File: config.mk
export PLATFORM = sky130hd
export DESIGN_NAME = ack_retry_frame_sender
export DESIGN_NICKNAME = d
export VERILOG_FILES = /design/src/sv/arfs_pkg.sv /design/src/sv/arfs_ctrl.sv /design/src/sv/arfs_dp.sv /design/src/sv/ack_retry_frame_sender.sv
export SDC_FILE = /design/constraint.sdc
export NUM_CORES = 1
export LEC_CHECK = 0
export CAP_MARGIN = 10
export CORE_UTILIZATION = 40
export CTS_CLUSTER_DIAMETER = 50
export DETAILED_ROUTE_END_ITERATION = 12
export DONT_BUFFER_PORTS = 1
export RECOVER_POWER = 100
export SETUP_SLACK_MARGIN = 0.1
export SYNTH_ARGS = -nofsm -noshare
export SYNTH_HDL_FRONTEND = slang
export SYNTH_SLANG_ARGS = --single-unit
export TNS_END_PERCENT = 100
File: constraint.sdc
create_clock -name i_clk -period 3.88 [get_ports i_clk]
set_input_delay 0.194 -clock i_clk [delete_from_list [all_inputs] [get_ports i_clk]]
set_output_delay 0.194 -clock i_clk [all_outputs]
set_load 0.005 [all_outputs]
File: src/sv/arfs_pkg.sv
// Shared types, codes and sizes for the acknowledged frame sender.
package arfs_pkg;

    localparam int MAX_LEN = 32;
    localparam int LEN_W   = 6;
    localparam int ADDR_W  = $clog2(MAX_LEN);

    localparam logic [7:0] START_LEN   = 8'h11;
    localparam logic [7:0] START_NOLEN = 8'h12;

    localparam logic [1:0] OP_PAYLOAD = 2'd0;
    localparam logic [1:0] OP_REPLY   = 2'd1;
    localparam logic [1:0] OP_TIMEOUT = 2'd2;

    localparam logic [2:0] ST_SENDING  = 3'd0;
    localparam logic [2:0] ST_ACKED    = 3'd1;
    localparam logic [2:0] ST_RESENT   = 3'd2;
    localparam logic [2:0] ST_REJECTED = 3'd3;
    localparam logic [2:0] ST_IGNORED  = 3'd4;

    localparam logic [1:0] PH_IDLE    = 2'd0;
    localparam logic [1:0] PH_COLLECT = 2'd1;
    localparam logic [1:0] PH_AWAIT   = 2'd2;

    localparam logic [2:0] SEL_NONE  = 3'd0;
    localparam logic [2:0] SEL_BYTE  = 3'd1;
    localparam logic [2:0] SEL_START = 3'd2;
    localparam logic [2:0] SEL_LEN   = 3'd3;
    localparam logic [2:0] SEL_MEM   = 3'd4;
    localparam logic [2:0] SEL_SUM   = 3'd5;

    localparam logic [0:0] REG_FRAMED = 1'b0;
    localparam logic [0:0] REG_ACK    = 1'b1;

    typedef struct packed {
        logic       item_load;
        logic       emit;
        logic [2:0] sel;
        logic [2:0] status;
        logic       last;
        logic       start_frame;
        logic       pay_write;
        logic       set_await;
        logic       ack_clear;
        logic       rd_clear;
        logic       rd_step;
    } t_ctl_cmd;

    typedef struct packed {
        logic [1:0] op;
        logic [1:0] phase;
        logic       framed;
        logic       len_ok;
        logic       is_ack;
        logic       kind;
        logic       pay_done;
        logic       rd_last;
        logic       emit_ok;
    } t_dp_stat;

endpackage

File: src/sv/arfs_ctrl.sv
// Sequencer that walks each item through the words it produces.
module arfs_ctrl (
    input  logic                i_clk,
    input  logic                i_rst_n,
    input  logic                i_in_valid,
    output logic                o_in_ready,
    input  arfs_pkg::t_dp_stat  i_stat,
    output arfs_pkg::t_ctl_cmd  o_cmd
);
    import arfs_pkg::*;

    localparam logic [2:0] S_IDLE   = 3'd0;
    localparam logic [2:0] S_DECIDE = 3'd1;
    localparam logic [2:0] S_HEAD0  = 3'd2;
    localparam logic [2:0] S_HEAD1  = 3'd3;
    localparam logic [2:0] S_PAY    = 3'd4;
    localparam logic [2:0] S_RDATA  = 3'd5;
    localparam logic [2:0] S_SUM    = 3'd6;

    logic [2:0] r_state, n_state;
    logic       r_resend, n_resend;
    logic [2:0] w_frame_st;

    assign w_frame_st = r_resend ? ST_RESENT : ST_SENDING;
    assign o_in_ready = (r_state == S_IDLE);

    always_ff @(posedge i_clk) begin
        if (!i_rst_n) begin
            r_state  <= S_IDLE;
            r_resend <= 1'b0;
        end else begin
            r_state  <= n_state;
            r_resend <= n_resend;
        end
    end

    always_comb begin
        n_state  = r_state;
        n_resend = r_resend;
        o_cmd    = '0;
        case (r_state)
            S_IDLE: begin
                if (i_in_valid) begin
                    o_cmd.item_load = 1'b1;
                    n_state         = S_DECIDE;
                end
            end
            S_DECIDE: begin
                if (i_stat.op == OP_PAYLOAD) begin
                    if (i_stat.phase == PH_AWAIT) begin
                        o_cmd.status = ST_REJECTED;
                        o_cmd.emit   = i_stat.emit_ok;
                    end else if (!i_stat.framed) begin
                        o_cmd.sel    = SEL_BYTE;
                        o_cmd.status = ST_SENDING;
                        o_cmd.emit   = i_stat.emit_ok;
                    end else if (i_stat.phase != PH_COLLECT) begin
                        if (!i_stat.len_ok) begin
                            o_cmd.status = ST_REJECTED;
                            o_cmd.emit   = i_stat.emit_ok;
                        end else begin
                            o_cmd.start_frame = 1'b1;
                            n_resend          = 1'b0;
                            n_state           = S_HEAD0;
                        end
                    end else begin
                        n_resend = 1'b0;
                        n_state  = S_PAY;
                    end
                end else if (i_stat.op == OP_REPLY || i_stat.op == OP_TIMEOUT) begin
                    if (i_stat.phase != PH_AWAIT) begin
                        o_cmd.status = ST_IGNORED;
                        o_cmd.emit   = i_stat.emit_ok;
                    end else if (i_stat.op == OP_REPLY && i_stat.is_ack) begin
                        o_cmd.status    = ST_ACKED;
                        o_cmd.emit      = i_stat.emit_ok;
                        o_cmd.ack_clear = i_stat.emit_ok;
                    end else begin
                        o_cmd.rd_clear = 1'b1;
                        n_resend       = 1'b1;
                        n_state        = S_HEAD0;
                    end
                end else begin
                    o_cmd.status = ST_REJECTED;
                    o_cmd.emit   = i_stat.emit_ok;
                end
                if (o_cmd.emit) begin
                    o_cmd.last = 1'b1;
                    n_state    = S_IDLE;
                end
            end
            S_HEAD0: begin
                o_cmd.sel    = SEL_START;
                o_cmd.status = w_frame_st;
                if (i_stat.emit_ok) begin
                    o_cmd.emit = 1'b1;
                    if (!i_stat.kind) begin
                        n_state = S_HEAD1;
                    end else begin
                        n_state = r_resend ? S_RDATA : S_PAY;
                    end
                end
            end
            S_HEAD1: begin
                o_cmd.sel    = SEL_LEN;
                o_cmd.status = w_frame_st;
                if (i_stat.emit_ok) begin
                    o_cmd.emit = 1'b1;
                    n_state    = r_resend ? S_RDATA : S_PAY;
                end
            end
            S_PAY: begin
                o_cmd.sel    = SEL_BYTE;
                o_cmd.status = ST_SENDING;
                if (i_stat.emit_ok) begin
                    o_cmd.emit      = 1'b1;
                    o_cmd.pay_write = 1'b1;
                    if (i_stat.pay_done) begin
                        o_cmd.set_await = 1'b1;
                        n_state         = S_SUM;
                    end else begin
                        o_cmd.last = 1'b1;
                        n_state    = S_IDLE;
                    end
                end
            end
            S_RDATA: begin
                o_cmd.sel    = SEL_MEM;
                o_cmd.status = ST_RESENT;
                if (i_stat.emit_ok) begin
                    o_cmd.emit    = 1'b1;
                    o_cmd.rd_step = 1'b1;
                    if (i_stat.rd_last) begin
                        n_state = S_SUM;
                    end
                end
            end
            S_SUM: begin
                o_cmd.sel    = SEL_SUM;
                o_cmd.status = w_frame_st;
                if (i_stat.emit_ok) begin
                    o_cmd.emit = 1'b1;
                    o_cmd.last = 1'b1;
                    n_state    = S_IDLE;
                end
            end
            default: begin
                n_state = S_IDLE;
            end
        endcase
    end

endmodule

File: src/sv/arfs_dp.sv
// Frame state, payload buffer, checksum, register file and output word register.
module arfs_dp (
    input  logic                i_clk,
    input  logic                i_rst_n,
    input  logic [1:0]          i_op,
    input  logic [7:0]          i_byte,
    input  logic [5:0]          i_len,
    input  logic                i_kind,
    input  logic                i_out_ready,
    output logic                o_out_valid,
    output logic                o_out_txv,
    output logic [7:0]          o_out_byte,
    output logic [2:0]          o_out_status,
    output logic                o_out_last,
    input  logic                i_cfg_we,
    input  logic [0:0]          i_cfg_idx,
    input  logic [31:0]         i_cfg_wdata,
    output logic [31:0]         o_cfg_rdata,
    input  arfs_pkg::t_ctl_cmd  i_cmd,
    output arfs_pkg::t_dp_stat  o_stat
);
    import arfs_pkg::*;

    logic [7:0]        r_mem [MAX_LEN];
    logic [7:0]        r_rd_data;
    logic [LEN_W-1:0]  r_rd_idx, n_rd_idx;

    logic [1:0]        r_op;
    logic [7:0]        r_byte;
    logic [LEN_W-1:0]  r_len;
    logic              r_kind;

    logic [1:0]        r_phase;
    logic [LEN_W-1:0]  r_taken;
    logic [LEN_W-1:0]  r_lat_len;
    logic              r_lat_kind;
    logic [7:0]        r_sum;

    logic              r_framed;
    logic [7:0]        r_ack;

    logic              r_out_valid;
    logic              r_out_txv;
    logic [7:0]        r_out_byte;
    logic [2:0]        r_out_status;
    logic              r_out_last;

    logic [7:0]        w_word;
    logic              w_emit_ok;

    assign w_emit_ok = !r_out_valid || i_out_ready;

    assign o_stat.op       = r_op;
    assign o_stat.phase    = r_phase;
    assign o_stat.framed   = r_framed;
    assign o_stat.len_ok   = (r_len != '0) && (r_len <= LEN_W'(MAX_LEN));
    assign o_stat.is_ack   = (r_byte == r_ack);
    assign o_stat.kind     = r_lat_kind;
    assign o_stat.pay_done = (r_taken + LEN_W'(1)) >= r_lat_len;
    assign o_stat.rd_last  = (r_rd_idx + LEN_W'(1)) == r_taken;
    assign o_stat.emit_ok  = w_emit_ok;

    assign o_cfg_rdata = (i_cfg_idx == REG_FRAMED) ? {31'd0, r_framed} : {24'd0, r_ack};

    always_comb begin
        case (i_cmd.sel)
            SEL_BYTE:  w_word = r_byte;
            SEL_START: w_word = r_lat_kind ? START_NOLEN : START_LEN;
            SEL_LEN:   w_word = {{(8 - LEN_W){1'b0}}, r_lat_len};
            SEL_MEM:   w_word = r_rd_data;
            SEL_SUM:   w_word = r_sum;
            default:   w_word = 8'd0;
        endcase
    end

    always_comb begin
        n_rd_idx = r_rd_idx;
        if (i_cmd.rd_clear) begin
            n_rd_idx = '0;
        end else if (i_cmd.rd_step) begin
            n_rd_idx = r_rd_idx + LEN_W'(1);
        end
    end

    always_ff @(posedge i_clk) begin
        if (i_cmd.pay_write && (r_taken < LEN_W'(MAX_LEN))) begin
            r_mem[r_taken[ADDR_W-1:0]] <= r_byte;
        end
        r_rd_data <= r_mem[n_rd_idx[ADDR_W-1:0]];
    end

    always_ff @(posedge i_clk) begin
        if (i_cmd.item_load) begin
            r_op   <= i_op;
            r_byte <= i_byte;
            r_len  <= i_len;
            r_kind <= i_kind;
        end
        if (i_cmd.emit) begin
            r_out_txv    <= (i_cmd.sel != SEL_NONE);
            r_out_byte   <= w_word;
            r_out_status <= i_cmd.status;
            r_out_last   <= i_cmd.last;
        end
    end

    always_ff @(posedge i_clk) begin
        if (!i_rst_n) begin
            r_phase     <= PH_IDLE;
            r_taken     <= '0;
            r_lat_len   <= '0;
            r_lat_kind  <= 1'b0;
            r_sum       <= 8'd0;
            r_rd_idx    <= '0;
            r_framed    <= 1'b1;
            r_ack       <= 8'd6;
            r_out_valid <= 1'b0;
        end else begin
            r_rd_idx <= n_rd_idx;
            if (i_cfg_we) begin
                if (i_cfg_idx == REG_FRAMED) begin
                    r_framed <= i_cfg_wdata[0];
                end else begin
                    r_ack <= i_cfg_wdata[7:0];
                end
            end
            if (i_cmd.start_frame) begin
                r_lat_len  <= r_len;
                r_lat_kind <= r_kind;
                r_taken    <= '0;
                r_sum      <= r_kind ? START_NOLEN : START_LEN + {{(8 - LEN_W){1'b0}}, r_len};
                r_phase    <= PH_COLLECT;
            end
            if (i_cmd.pay_write) begin
                r_taken <= r_taken + LEN_W'(1);
                r_sum   <= r_sum + r_byte;
            end
            if (i_cmd.set_await) begin
                r_phase <= PH_AWAIT;
            end
            if (i_cmd.ack_clear) begin
                r_phase <= PH_IDLE;
                r_taken <= '0;
            end
            if (i_cmd.emit) begin
                r_out_valid <= 1'b1;
            end else if (i_out_ready) begin
                r_out_valid <= 1'b0;
            end
        end
    end

    assign o_out_valid  = r_out_valid;
    assign o_out_txv    = r_out_txv;
    assign o_out_byte   = r_out_byte;
    assign o_out_status = r_out_status;
    assign o_out_last   = r_out_last;

endmodule

File: src/sv/ack_retry_frame_sender.sv
// Top level of the acknowledged frame sender: stream ports, register port, control and data.
// The accepted item is registered and decided on; a one-word result then goes straight into
// the output word register, while a frame byte or a resend moves on to the states that put
// out its words, one word per cycle while taken. A framed byte gives up to four words, a
// resend of N bytes N + 2 or N + 3; one item at a time, output stalls hold it.
// Synchronous active-low reset: phase idle, counts and checksum zero, framed on, ACK 6.
module ack_retry_frame_sender (
    input  logic        i_clk,
    input  logic        i_rst_n,
    input  logic        s_axis_tvalid,
    output logic        s_axis_tready,
    input  logic [15:0] s_axis_tdata,  // byte_value[7:0], frame_length[13:8], frame_kind[14], 0
    input  logic [1:0]  s_axis_tuser,  // operation[1:0]
    output logic        m_axis_tvalid,
    input  logic        m_axis_tready,
    output logic [7:0]  m_axis_tdata,  // tx_byte[7:0]
    output logic [3:0]  m_axis_tuser,  // tx_valid[0], status[3:1]
    output logic        m_axis_tlast,
    input  logic        psel,
    input  logic        penable,
    input  logic        pwrite,
    input  logic [2:0]  paddr,
    input  logic [31:0] pwdata,
    output logic [31:0] prdata,
    output logic        pready
);
    import arfs_pkg::*;

    t_ctl_cmd   w_cmd;
    t_dp_stat   w_stat;
    logic       w_txv;
    logic [2:0] w_status;

    assign pready = 1'b1;

    arfs_ctrl u_ctrl (
        .i_clk      (i_clk),
        .i_rst_n    (i_rst_n),
        .i_in_valid (s_axis_tvalid),
        .o_in_ready (s_axis_tready),
        .i_stat     (w_stat),
        .o_cmd      (w_cmd)
    );

    arfs_dp u_dp (
        .i_clk        (i_clk),
        .i_rst_n      (i_rst_n),
        .i_op         (s_axis_tuser),
        .i_byte       (s_axis_tdata[7:0]),
        .i_len        (s_axis_tdata[13:8]),
        .i_kind       (s_axis_tdata[14]),
        .i_out_ready  (m_axis_tready),
        .o_out_valid  (m_axis_tvalid),
        .o_out_txv    (w_txv),
        .o_out_byte   (m_axis_tdata),
        .o_out_status (w_status),
        .o_out_last   (m_axis_tlast),
        .i_cfg_we     (psel && penable && pwrite),
        .i_cfg_idx    (paddr[2:2]),
        .i_cfg_wdata  (pwdata),
        .o_cfg_rdata  (prdata),
        .i_cmd        (w_cmd),
        .o_stat       (w_stat)
    );

    assign m_axis_tuser = {w_status, w_txv};

endmodule

==> results by group, run 1 <==
Die
  • Placeable core region: 36900 um2
  • Die H: 196 um
  • Top Ports: 108
  • # rows: 70
  • Die Footprint: 38500 um2
  • Initial Util: 40.9%
  • Die width: 196 um

Clock network
  • Clock tree from TritonCTS: done
  • Clock Sinks: 337
  • CTS H-tree lvls: 2
  • Clock transition at path regs: 0.06 ns
  • Insertion delay to the later sink of the worst-skew pair: 0.54 ns
  • Maximum buffer depth of the clock tree: 3
  • CTS root buf: clkbuf_16
  • Number of buffers created by CTS: 39
  • Total setup buffers inserted after CTS: 0

Global route
  • Number of antenna violations at the first check in global routing: 0
  • GRT Overall Usage: 19.6%
  • Pin count of the biggest net entering global routing: 47
  • Total gr overflow: 0
  • Vias in the first global route: 9350
  • First-pass GRT wire length: 56500 um

Pwr
  • Peak supply drop: 353 uV
  • Leakage power: 5.84 nW
  • Power Density: 462 nW/um2
  • Tot Pwr: 7.95 mW

Detailed routing
  • Remaining antenna violation count: 0
  • WL per Instance: 21.3 um
  • Residual DRC count: 0
  • Number of DRC markers in iteration 0: 969
  • Number of vias per cell after detailed routing: 5.48
  • Aggregate routed wire length: 37400 um
  • Initial DRT Pass Iterations: 5
  • Via count of the routed design: 9647

Timing
  • Minimum hold slack: 0.0438 ns
  • Minimum clock period: 3.37 ns
  • Setup repair after global routing missed its margin: no
  • Post-Route Skew: 0.0145 ns
  • # setup viols final: 0
  • Final cycle utilization of the critical path: 86.8%
  • Final-report max-slew violation count: 107
  • Fmax: 297 MHz
  • Summed negative setup slack over all endpoints: 0 ns
  • Number of hold violations in the final report: 0
  • Transition time at the pin with the least slew margin: 2.07 ns
  • Worst slew margin relative to its limit: -37.8%

Synthesis
  • Number of storage elements in the synthesis netlist: 337
  • Portion of the post-synthesis area used by sequential elements: 63.7%
  • Syn Inst Count: 1174
  • Proportion of register bits with asynchronous set or reset after synthesis: 0%
  • Mean instance size in the synthesized netlist: 12.9 um2
  • Post-Synthesis Cell Area: 15100 um2
  • Number of distinct standard cells referenced by the synthesized netlist: 94
  • Total number of yosys warnings: 0
  • EDFF count, synth: 286
  • Leading register cell type out of synthesis: edfxtp_1

Placement
  • Number of port buffers: 0
  • Routability congestion estimate: 0.845
  • Placement-stage cell area: 15700 um2
  • Detailed-placement wirelength estimate: 23800 um

Setup path
  • Critical Path RT: 4.04 ns
  • Endpoint kind of the worst setup timing path: register
  • Kind of cell with the highest combined delay on the critical path: simple AND/OR/NAND/NOR gates
  • Critical-path cell with the highest stage delay: nor2_1
  • Crit path cell chain: buf_4, clkbuf_1, nor2_1, nand3_1, nor2_1, nand2_1, nor2_1
  • Startpoint-to-endpoint class of the critical path: register to register
  • Arrival time at the worst endpoint: 3.53 ns
  • Element type at the critical path start: register
  • Critical path peak fanout: 26
  • Highest cell delay on the worst timing path: 0.75 ns
  • Cell seen most often among critical-path stages: nor2_1
  • Crit path buffers/inverters: 2

Final layout
  • Final design utilization: 46.7%
  • Layout cells sized above 1: 11.7%
  • Final cell area excluding filler cells: 17200 um2
  • Most frequent standard cell in the layout excluding fill and tap cells: edfxtp_1
  • Commonest non-fill, non-tap cells in the layout: edfxtp_1, nor2_1, nand2_1, a21oi_1, dfxtp_1
  • Number of filler cells placed in the layout: 3239
  • Antenna diode instance count: 0
  • Net count, final: 1308
  • Layout-stage area growth over the synthesis result: 14.0%

Outcome
  • Violations in the final reports: capacitance limit, slew limit
  • Run status: finished with violations

Job
  • Max-Cap Viols: 3

Worst hold path
  • Tightest Hold Check Type: input pin to register
layer usage:
| metal | vias up | part of all wire, % | track usage (%) |
|---|---|---|---|
| met1 | 4767 | 45 | 27.4 |
| li1 | 4500 | - | - |
| met4 | 0 | 2.8 | 6.54 |
| met2 | 313 | 47 | 31.4 |
| met3 | 67 | 5.6 | 2.75 |
| met5 | - | 0 | 0 |
what timing repair did:
item                                   in CTS  in global routing
endpoints found under the hold margin      41                  0
setup endpoints to repair                   0                  0
hold buffers                               29                  0
resized for setup                           0                  0
worst register-to-register path: cells and delay by family, from the launching register on:
kind | cells | cell delay (ns)
AND/OR/NAND/NOR | 5 | 2.07
buffers and inverters | 2 | 0.63
flip-flops | 1 | 0.30
per-stage QoR:
step	std cells	worst slack, ns
CTS	1759	0.561
detailed placement	1658	0.568
finish	1759	0.512
global route	1759	0.280
floorplan	1197	1.19
global placement	1658	0.573
synthesized netlist by cell type (5+ instances only):
| library cell | count | share of area, % |
|---|---|---|
| dfxtp_1 | 51 | 6.8 |
| buf_4 | 31 | 1.5 |
| nor2b_1 | 9 | 0.37 |
| inv_1 | 26 | 0.65 |
| o221ai_1 | 28 | 1.6 |
| mux2i_1 | 40 | 2.7 |
| edfxtp_1 | 286 | 57 |
| a32oi_1 | 7 | 0.41 |
| nand4_1 | 13 | 0.54 |
| a31oi_1 | 11 | 0.46 |
| o21ai_0 | 13 | 0.43 |
| a21o_1 | 10 | 0.50 |
| xnor2_1 | 17 | 0.99 |
| buf_2 | 19 | 0.63 |
| nor4_2 | 7 | 0.58 |
| nor2_1 | 117 | 2.9 |
| or3_1 | 13 | 0.54 |
| nor3_1 | 11 | 0.36 |
| ha_1 | 23 | 1.9 |
| a21oi_1 | 71 | 2.4 |
| a211oi_1 | 18 | 0.90 |
| nand3_1 | 35 | 1.2 |
| and2_1 | 10 | 0.41 |
| o211ai_1 | 11 | 0.55 |
| and3_1 | 5 | 0.21 |
| xnor2_2 | 5 | 0.54 |
| xor2_1 | 11 | 0.64 |
| nand2_1 | 108 | 2.7 |
| clkbuf_1 | 27 | 0.67 |
| nand2b_1 | 10 | 0.41 |
| o22a_1 | 29 | 1.7 |
power breakdown:
part	internal, mW	leakage [nW]	switching, mW
clock network	2.10	0.610	1.47
logic	0.107	2.23	0.237
registers	3.99	3.00	0.0375
total	6.20	5.84	1.75
area by class of cell:
class	count	area, um2	area share [%]
Multi-Input combinational cell	750	5020	29.2
Timing Repair Buffer	69	591	3.43
Tap cell	504	631	3.66
Clock buffer	54	1070	6.24
Sequential cell	337	9610	55.8
Inverter	27	101	0.589
Clock inverter	18	185	1.08
sequential cells by signal (all words and copies together) (netlist names), 3 cells and up:
register / count
u_dp.r_len: 6
u_dp.o_out_status: 3
u_dp.o_out_byte: 8
u_ctrl.r_state: 3
u_dp.r_byte: 8
u_dp.r_lat_len: 6
u_dp.r_rd_data: 8
u_dp.r_mem: 256
u_dp.r_sum: 8
u_dp.r_ack: 8
u_dp.r_rd_idx: 6
u_dp.r_taken: 6
path summary, 6_finish.rpt:
kind / start / end / slack [ns] / cells after the start
setup / recovery: u_ctrl.r_state[0] / u_dp.r_mem[0][3] / 0.51 / 7
hold / removal: paddr[2] / u_dp.r_ack[5] / 0.04 / 4
setup reg to reg: u_ctrl.r_state[0] / u_dp.r_mem[0][3] / 0.51 / 7
hold reg to reg: u_dp.r_ack[4] / u_dp.r_ack[4] / 0.48 / 2
cell families after synthesis:
group,Yosys count,synth area share (%)
DFF,337,63.7
buffers and inverters,110,3.72
other,2,0.0497
adders and majority gates,24,2.04
AOI/OAI and AO/OA,251,12.5
xor gates and xnor gates,35,2.45
and+or+nand+nor,370,12.5
muxes,45,3.12
(Power assumes the default switching activity.)
==> run 2: changes to the inputs <==
--- a/config.mk
+++ b/config.mk
@@ -10,7 +10,6 @@
 export CTS_CLUSTER_DIAMETER = 50
 export DETAILED_ROUTE_END_ITERATION = 12
 export DONT_BUFFER_PORTS = 1
-export RECOVER_POWER = 100
 export SETUP_SLACK_MARGIN = 0.1
 export SYNTH_ARGS = -nofsm -noshare
 export SYNTH_HDL_FRONTEND = slang
==> results by group, run 2 (synthesis results as in run 1) <==
Worst hold path
  • End point of the most critical hold path: u_ctrl.r_state[1]
  • Tightest Hold Check Type: input pin to register
  • Worst hold path depth: 3 (-1)
  • Hold path startpoint: s_axis_tvalid

Global route
  • Total gr overflow: 0 (unchanged)
  • Vias in the first global route: 9350 (unchanged)
  • GRT Overall Usage: 19.6% (unchanged)
  • First-pass GRT wire length: 56500 um (unchanged)
  • Number of antenna violations at the first check in global routing: 0 (unchanged)
  • Pin count of the biggest net entering global routing: 47 (unchanged)

Placement
  • Number of port buffers: 0 (unchanged)
  • Detailed-placement wirelength estimate: 23800 um (unchanged)
  • Cell Count Post-Placement: 1658 (unchanged)
  • Routability congestion estimate: 0.845 (unchanged)

Detailed routing
  • Initial DRT Pass Iterations: 5 (unchanged)
  • Number of DRC markers in iteration 0: 918 (-5.3%)
  • Via count of the routed design: 9613 (-0.35%)
  • Remaining antenna violation count: 0 (unchanged)
  • WL per Instance: 21.2 um (about the same)
  • Residual DRC count: 0 (unchanged)
  • Number of vias per cell after detailed routing: 5.47 (-0.35%)
  • Aggregate routed wire length: 37400 um (about the same)

Final layout
  • Commonest non-fill, non-tap cells in the layout: edfxtp_1, nor2_1, nand2_1, a21oi_1, dfxtp_1
  • Final Non-Filler Cells: 1759 (unchanged)
  • Net count, final: 1308 (unchanged)
  • Layout cells sized above 1: 12.7% (+0.96 points)
  • Max FFs per register: 256 (unchanged)
  • Antenna diode instance count: 0 (unchanged)
  • Most frequent standard cell in the layout excluding fill and tap cells: edfxtp_1
  • Number of filler cells placed in the layout: 3226 (-0.40%)
  • Layout-stage area growth over the synthesis result: 14.3%

Timing
  • Setup repair after global routing missed its margin: no
  • Fmax: 303 MHz (+2.0%)
  • Final cycle utilization of the critical path: 85.1% (-1.7 points)
  • Worst slew margin relative to its limit: 20.0% (+58 points)
  • Post-Route Skew: 0.0143 ns (-0.000223 ns)
  • # setup viols final: 0 (unchanged)
  • Summed negative setup slack over all endpoints: 0 ns (unchanged)
  • Minimum clock period: 3.30 ns (-0.0663 ns)
  • Transition time at the pin with the least slew margin: 1.20 ns (-0.866 ns)
  • Final-report max-slew violation count: 0 (-100%)
  • Number of hold violations in the final report: 0 (unchanged)

Setup path
  • Critical-path cell with the highest stage delay: o21ai_2
  • Crit path cell chain: inv_1, ha_1, nor2b_1, nand2_1, o21ai_2, buf_4, and3_1, nand3_1, o211ai_1, nor4_2
  • Register-to-register setup slack: 0.58 ns (+0.07 ns)
  • Critical Path RT: 4.28 ns (+0.24 ns)
  • Highest cell delay on the worst timing path: 0.92 ns (+0.17 ns)
  • Startpoint of the worst register-to-register path: u_dp.r_op[0]
  • Startpoint-to-endpoint class of the critical path: register to register
  • Crit. Startpoint: u_dp.r_op[0]
  • Endpoint kind of the worst setup timing path: register
  • Element type at the critical path start: register
  • Terminus of the critical flop-to-flop path: u_dp.r_rd_data[1]
  • Count of cells along the worst register-to-register path: 10 (+3)
  • Arrival time at the worst endpoint: 3.70 ns (+0.17 ns)
  • Critical path peak fanout: 26 (unchanged)

Clock network
  • CTS H-tree lvls: 2 (unchanged)
  • CTS root buf: clkbuf_16
  • Maximum buffer depth of the clock tree: 3 (unchanged)
  • Number of buffers added to fix hold violations after cts: 29 (unchanged)
  • Clock transition at path regs: 0.06 ns (about the same)
  • Clock Sinks: 337 (unchanged)
  • Number of buffers created by CTS: 39 (unchanged)
  • Number of gates given a new drive strength after cts: 0 (unchanged)
  • Clock tree from TritonCTS: done
  • Total setup buffers inserted after CTS: 0 (unchanged)
  • Insertion delay to the later sink of the worst-skew pair: 0.54 ns (about the same)

Pwr
  • Peak supply drop: 352 uV (-0.19%)
  • Power Density: 461 nW/um2 (-0.22%)
  • Leakage power: 5.89 nW (+0.80%)

Die
  • Die width: 196 um (unchanged)
  • Die Footprint: 38500 um2 (unchanged)
  • Initial Util: 40.9% (unchanged)
  • Placeable core region: 36900 um2 (unchanged)
  • # rows: 70 (unchanged)
  • Top Ports: 108 (unchanged)
  • Die H: 196 um (unchanged)

Outcome
  • Run status: completed

Job
  • Max-Cap Viols: 0 (-3)
run 2: cell count changes in the layout (fill, tap and decap cells not counted), sizes merged:
cell / before / now
buf: 30 / 40
clkbuf: 64 / 54
run 2: worst max-delay path, delay by kind of cell (launching register included):
| family | cells | cell delay, ns |
|---|---|---|
| flip-flops | 1 | 0.37 |
| buffers and inverters | 2 | 0.40 |
| adder cells (fa/ha/maj) | 1 | 0.28 |
| AND/OR/NAND/NOR | 5 | 0.92 |
| AO/OA/AOI/OAI | 2 | 1.18 |
run 2: metal layers:
layer	wire length (um)	vias up	track usage, %	part of all wire [%]
met5	0	-	0	0
met1	16800	4747	27.4	45
li1	-	4498	-	-
met4	994	0	6.54	2.7
met3	2030	66	2.75	5.4
met2	17500	302	31.4	47
run 2: cell type report:
cell class                 count  area [um2]  share of cell area (%)
inverter                      27         101                   0.587
tap                          504         631                    3.65
clock buffer                  54        1070                    6.22
sequential                   337        9610                    55.7
clock inverter                18         185                    1.07
multi-input combinational    750        5030                    29.2
timing repair buffer          69         628                    3.64
run 2: power by group:
| part | switching, mW | internal [mW] |
|---|---|---|
| clock network | 1.47 | 2.10 |
| logic | 0.238 | 0.113 |
| registers | 0.0375 | 3.99 |
| total | 1.75 | 6.20 |
run 2: how the worst max path moves through the flow:
stage                         end  slack (ns)  cells after the start
2_1_floorplan  u_dp.o_out_byte[0]        1.19                      6
3_3_place_gp    u_dp.r_rd_data[2]        0.57                     10
3_5_place_dp    u_dp.r_rd_data[2]        0.57                     10
4_1_cts         u_dp.r_rd_data[2]        0.56                     10
5_1_grt         u_dp.r_rd_data[2]        0.36                     10
6_report        u_dp.r_rd_data[1]        0.58                     10
run 2: stage by stage:
stage | util (%) | instance area (um2) | hold WS, ns | setup WS [ns] | total power [mW]
final | 46.8 | 17300 | 0.0370 | 0.579 | 7.95
after global routing | 46.8 | 17300 | 0.0612 | 0.364 | 8.16
after CTS | 46.8 | 17300 | 0.0112 | 0.561 | 7.99
after detailed placement | 42.6 | 15700 | 0.270 | 0.568 | 4.43
after global placement | 42.6 | 15700 | 0.270 | 0.573 | 4.42
after floorplan | - | 15200 | 0.266 | 1.19 | 4.32
==> run 3: changes to the inputs <==
==> constraint.sdc (replaced) <==
create_clock -name i_clk -period 4.1 [get_ports i_clk]
set_input_delay 0.205 -clock i_clk [delete_from_list [all_inputs] [get_ports i_clk]]
set_output_delay 0.205 -clock i_clk [all_outputs]
set_load 0.005 [all_outputs]
==> results by group, run 3 (synthesis results as in run 1) <==
Global route
  • Total gr overflow: 0 (unchanged)
  • Pin count of the biggest net entering global routing: 37 (-21%)
  • Vias in the first global route: 9375 (+0.27%)
  • GRT Overall Usage: 19.6% (+0.039 points)
  • Number of antenna violations at the first check in global routing: 0 (unchanged)
  • First-pass GRT wire length: 56900 um (+0.70%)

Die
  • Die width: 196 um (unchanged)
  • Top Ports: 108 (unchanged)
  • Initial Util: 40.9% (unchanged)
  • Placeable core region: 36900 um2 (unchanged)
  • # rows: 70 (unchanged)
  • Die H: 196 um (unchanged)
  • Die Footprint: 38500 um2 (unchanged)

Job
  • Max-Cap Viols: 0 (unchanged)

Final layout
  • Layout-stage area growth over the synthesis result: 12.9%
  • Max FFs per register: 256 (unchanged)
  • Final Non-Filler Cells: 1746 (-0.74%)
  • Most frequent standard cell in the layout excluding fill and tap cells: edfxtp_1
  • Multi-input combinational cell area: 5030 um2 (unchanged)
  • Antenna diode instance count: 0 (unchanged)
  • Net count, final: 1298 (-0.76%)
  • Number of filler cells placed in the layout: 3279 (+1.6%)
  • Commonest non-fill, non-tap cells in the layout: edfxtp_1, nor2_1, nand2_1, a21oi_1, dfxtp_1
  • Layout cells sized above 1: 11.9% (-0.75 points)
  • Storage cell area: 9610 um2 (unchanged)

Clock network
  • Clock Sinks: 337 (unchanged)
  • CTS root buf: clkbuf_16
  • Maximum buffer depth of the clock tree: 3 (unchanged)
  • Insertion delay to the later sink of the worst-skew pair: 0.54 ns (about the same)
  • Number of buffers created by CTS: 37 (-5.1%)
  • Clock transition at path regs: 0.06 ns (about the same)
  • Clock tree from TritonCTS: done
  • CTS H-tree lvls: 2 (unchanged)
  • Number of gates given a new drive strength after cts: 0 (unchanged)

Timing
  • Post-route setup slack: 0.641 ns (+0.0622 ns)
  • Minimum hold slack: 0.0399 ns (+0.00288 ns)
  • Fmax: 289 MHz (-4.6%)
  • # setup viols final: 0 (unchanged)
  • Final cycle utilization of the critical path: 84.4% (-0.72 points)
  • Minimum clock period: 3.46 ns (+0.158 ns)
  • Number of hold violations in the final report: 0 (unchanged)
  • Final-report max-slew violation count: 0 (unchanged)
  • Summed negative setup slack over all endpoints: 0 ns (unchanged)
  • Post-Route Skew: 0.0270 ns (+0.0127 ns)
  • Transition time at the pin with the least slew margin: 0.995 ns (-0.206 ns)
  • Worst slew margin relative to its limit: 33.7% (+14 points)
  • Setup repair after global routing missed its margin: no

Detailed routing
  • Initial DRT Pass Iterations: 5 (unchanged)
  • Aggregate routed wire length: 37300 um (-0.14%)
  • Via count of the routed design: 9661 (+0.50%)
  • Number of DRC markers in iteration 0: 808 (-12%)
  • Remaining antenna violation count: 0 (unchanged)
  • Residual DRC count: 0 (unchanged)
  • WL per Instance: 21.4 um (+0.60%)
  • Number of vias per cell after detailed routing: 5.53 (+1.2%)

Placement
  • Pre-CTS WS: 0.635 ns (+0.0679 ns)
  • Detailed-placement wirelength estimate: 24100 um (+1.3%)
  • Routability congestion estimate: 0.828 (-2.0%)
  • Cell Count Post-Placement: 1651 (-0.42%)
  • Number of port buffers: 0 (unchanged)

Setup path
  • Startpoint-to-endpoint class of the critical path: register to register
  • Critical path peak fanout: 21 (-19%)
  • Element type at the critical path start: register
  • Critical Path RT: 4.49 ns (+0.21 ns)
  • Arrival time at the worst endpoint: 3.84 ns (+0.14 ns)
  • Endpoint kind of the worst setup timing path: register

Pwr
  • Leakage power: 5.78 nW (-1.9%)
  • Peak supply drop: 527 uV (+50%)
  • Power Density: 428 nW/um2 (-7.2%)

Outcome
  • Run status: completed

Worst hold path
  • Tightest Hold Check Type: input pin to register
[run 3: timing repair]
action / 4_1_cts / 5_1_grt
buffers inserted: 0 / 0
hold buffers: 28 / 0
hold endpoints to repair: 40 / 0
[run 3: where the power goes]
group	switching, mW	total (mW)	internal (mW)
clock network	1.34	3.14	1.80
registers	0.0378	3.81	3.77
logic	0.222	0.327	0.105
[run 3: worst max-delay path, stage by stage (launching register included)]
cell      delay [ns]
dfxtp_1         0.59
ha_1            0.34
nand3_4         0.13
xnor2_4         0.37
o21ai_2         0.39
buf_4           0.30
nor3_4          0.30
a31oi_1         0.21
a211oi_1        0.60
nor4_2          0.06
[run 3: final cells by class]
cell class,count,share of cell area (%)
Clock inverter,22,1.05
Timing Repair Buffer,61,3.10
Inverter,27,0.595
Tap cell,504,3.70
Sequential cell,337,56.4
Clock buffer,45,5.61
Multi-Input combinational cell,750,29.5
[run 3: through the flow]
step,total power [mW],utilization (%),instance area (um2)
after floorplan,4.09,-,15200
after global placement,4.18,42.4,15600
after detailed placement,4.19,42.4,15600
after CTS,7.33,46.2,17000
after global routing,7.50,46.2,17000
final,7.28,46.2,17000
[run 3: worst paths after layout]
check | slack (ns) | depth (start not counted) | end | startpoint
setup / recovery | 0.64 | 9 | u_dp.r_rd_data[4] | u_dp.r_rd_idx[0]
setup reg to reg | 0.64 | 9 | u_dp.r_rd_data[4] | u_dp.r_rd_idx[0]
hold reg to reg | 0.50 | 2 | u_dp.r_ack[5] | u_dp.r_ack[5]
hold / removal | 0.04 | 4 | u_dp.r_ack[5] | paddr[2]
[run 3: per-layer routing]
layer  routed length (um)  GRT usage [%]  part of all wire, %
met5                    0              0                    0
met4                 1230           7.81                  3.3
met3                 2160           3.27                  5.8
met2                17100           30.2                   46
met1                16900           27.6                   45
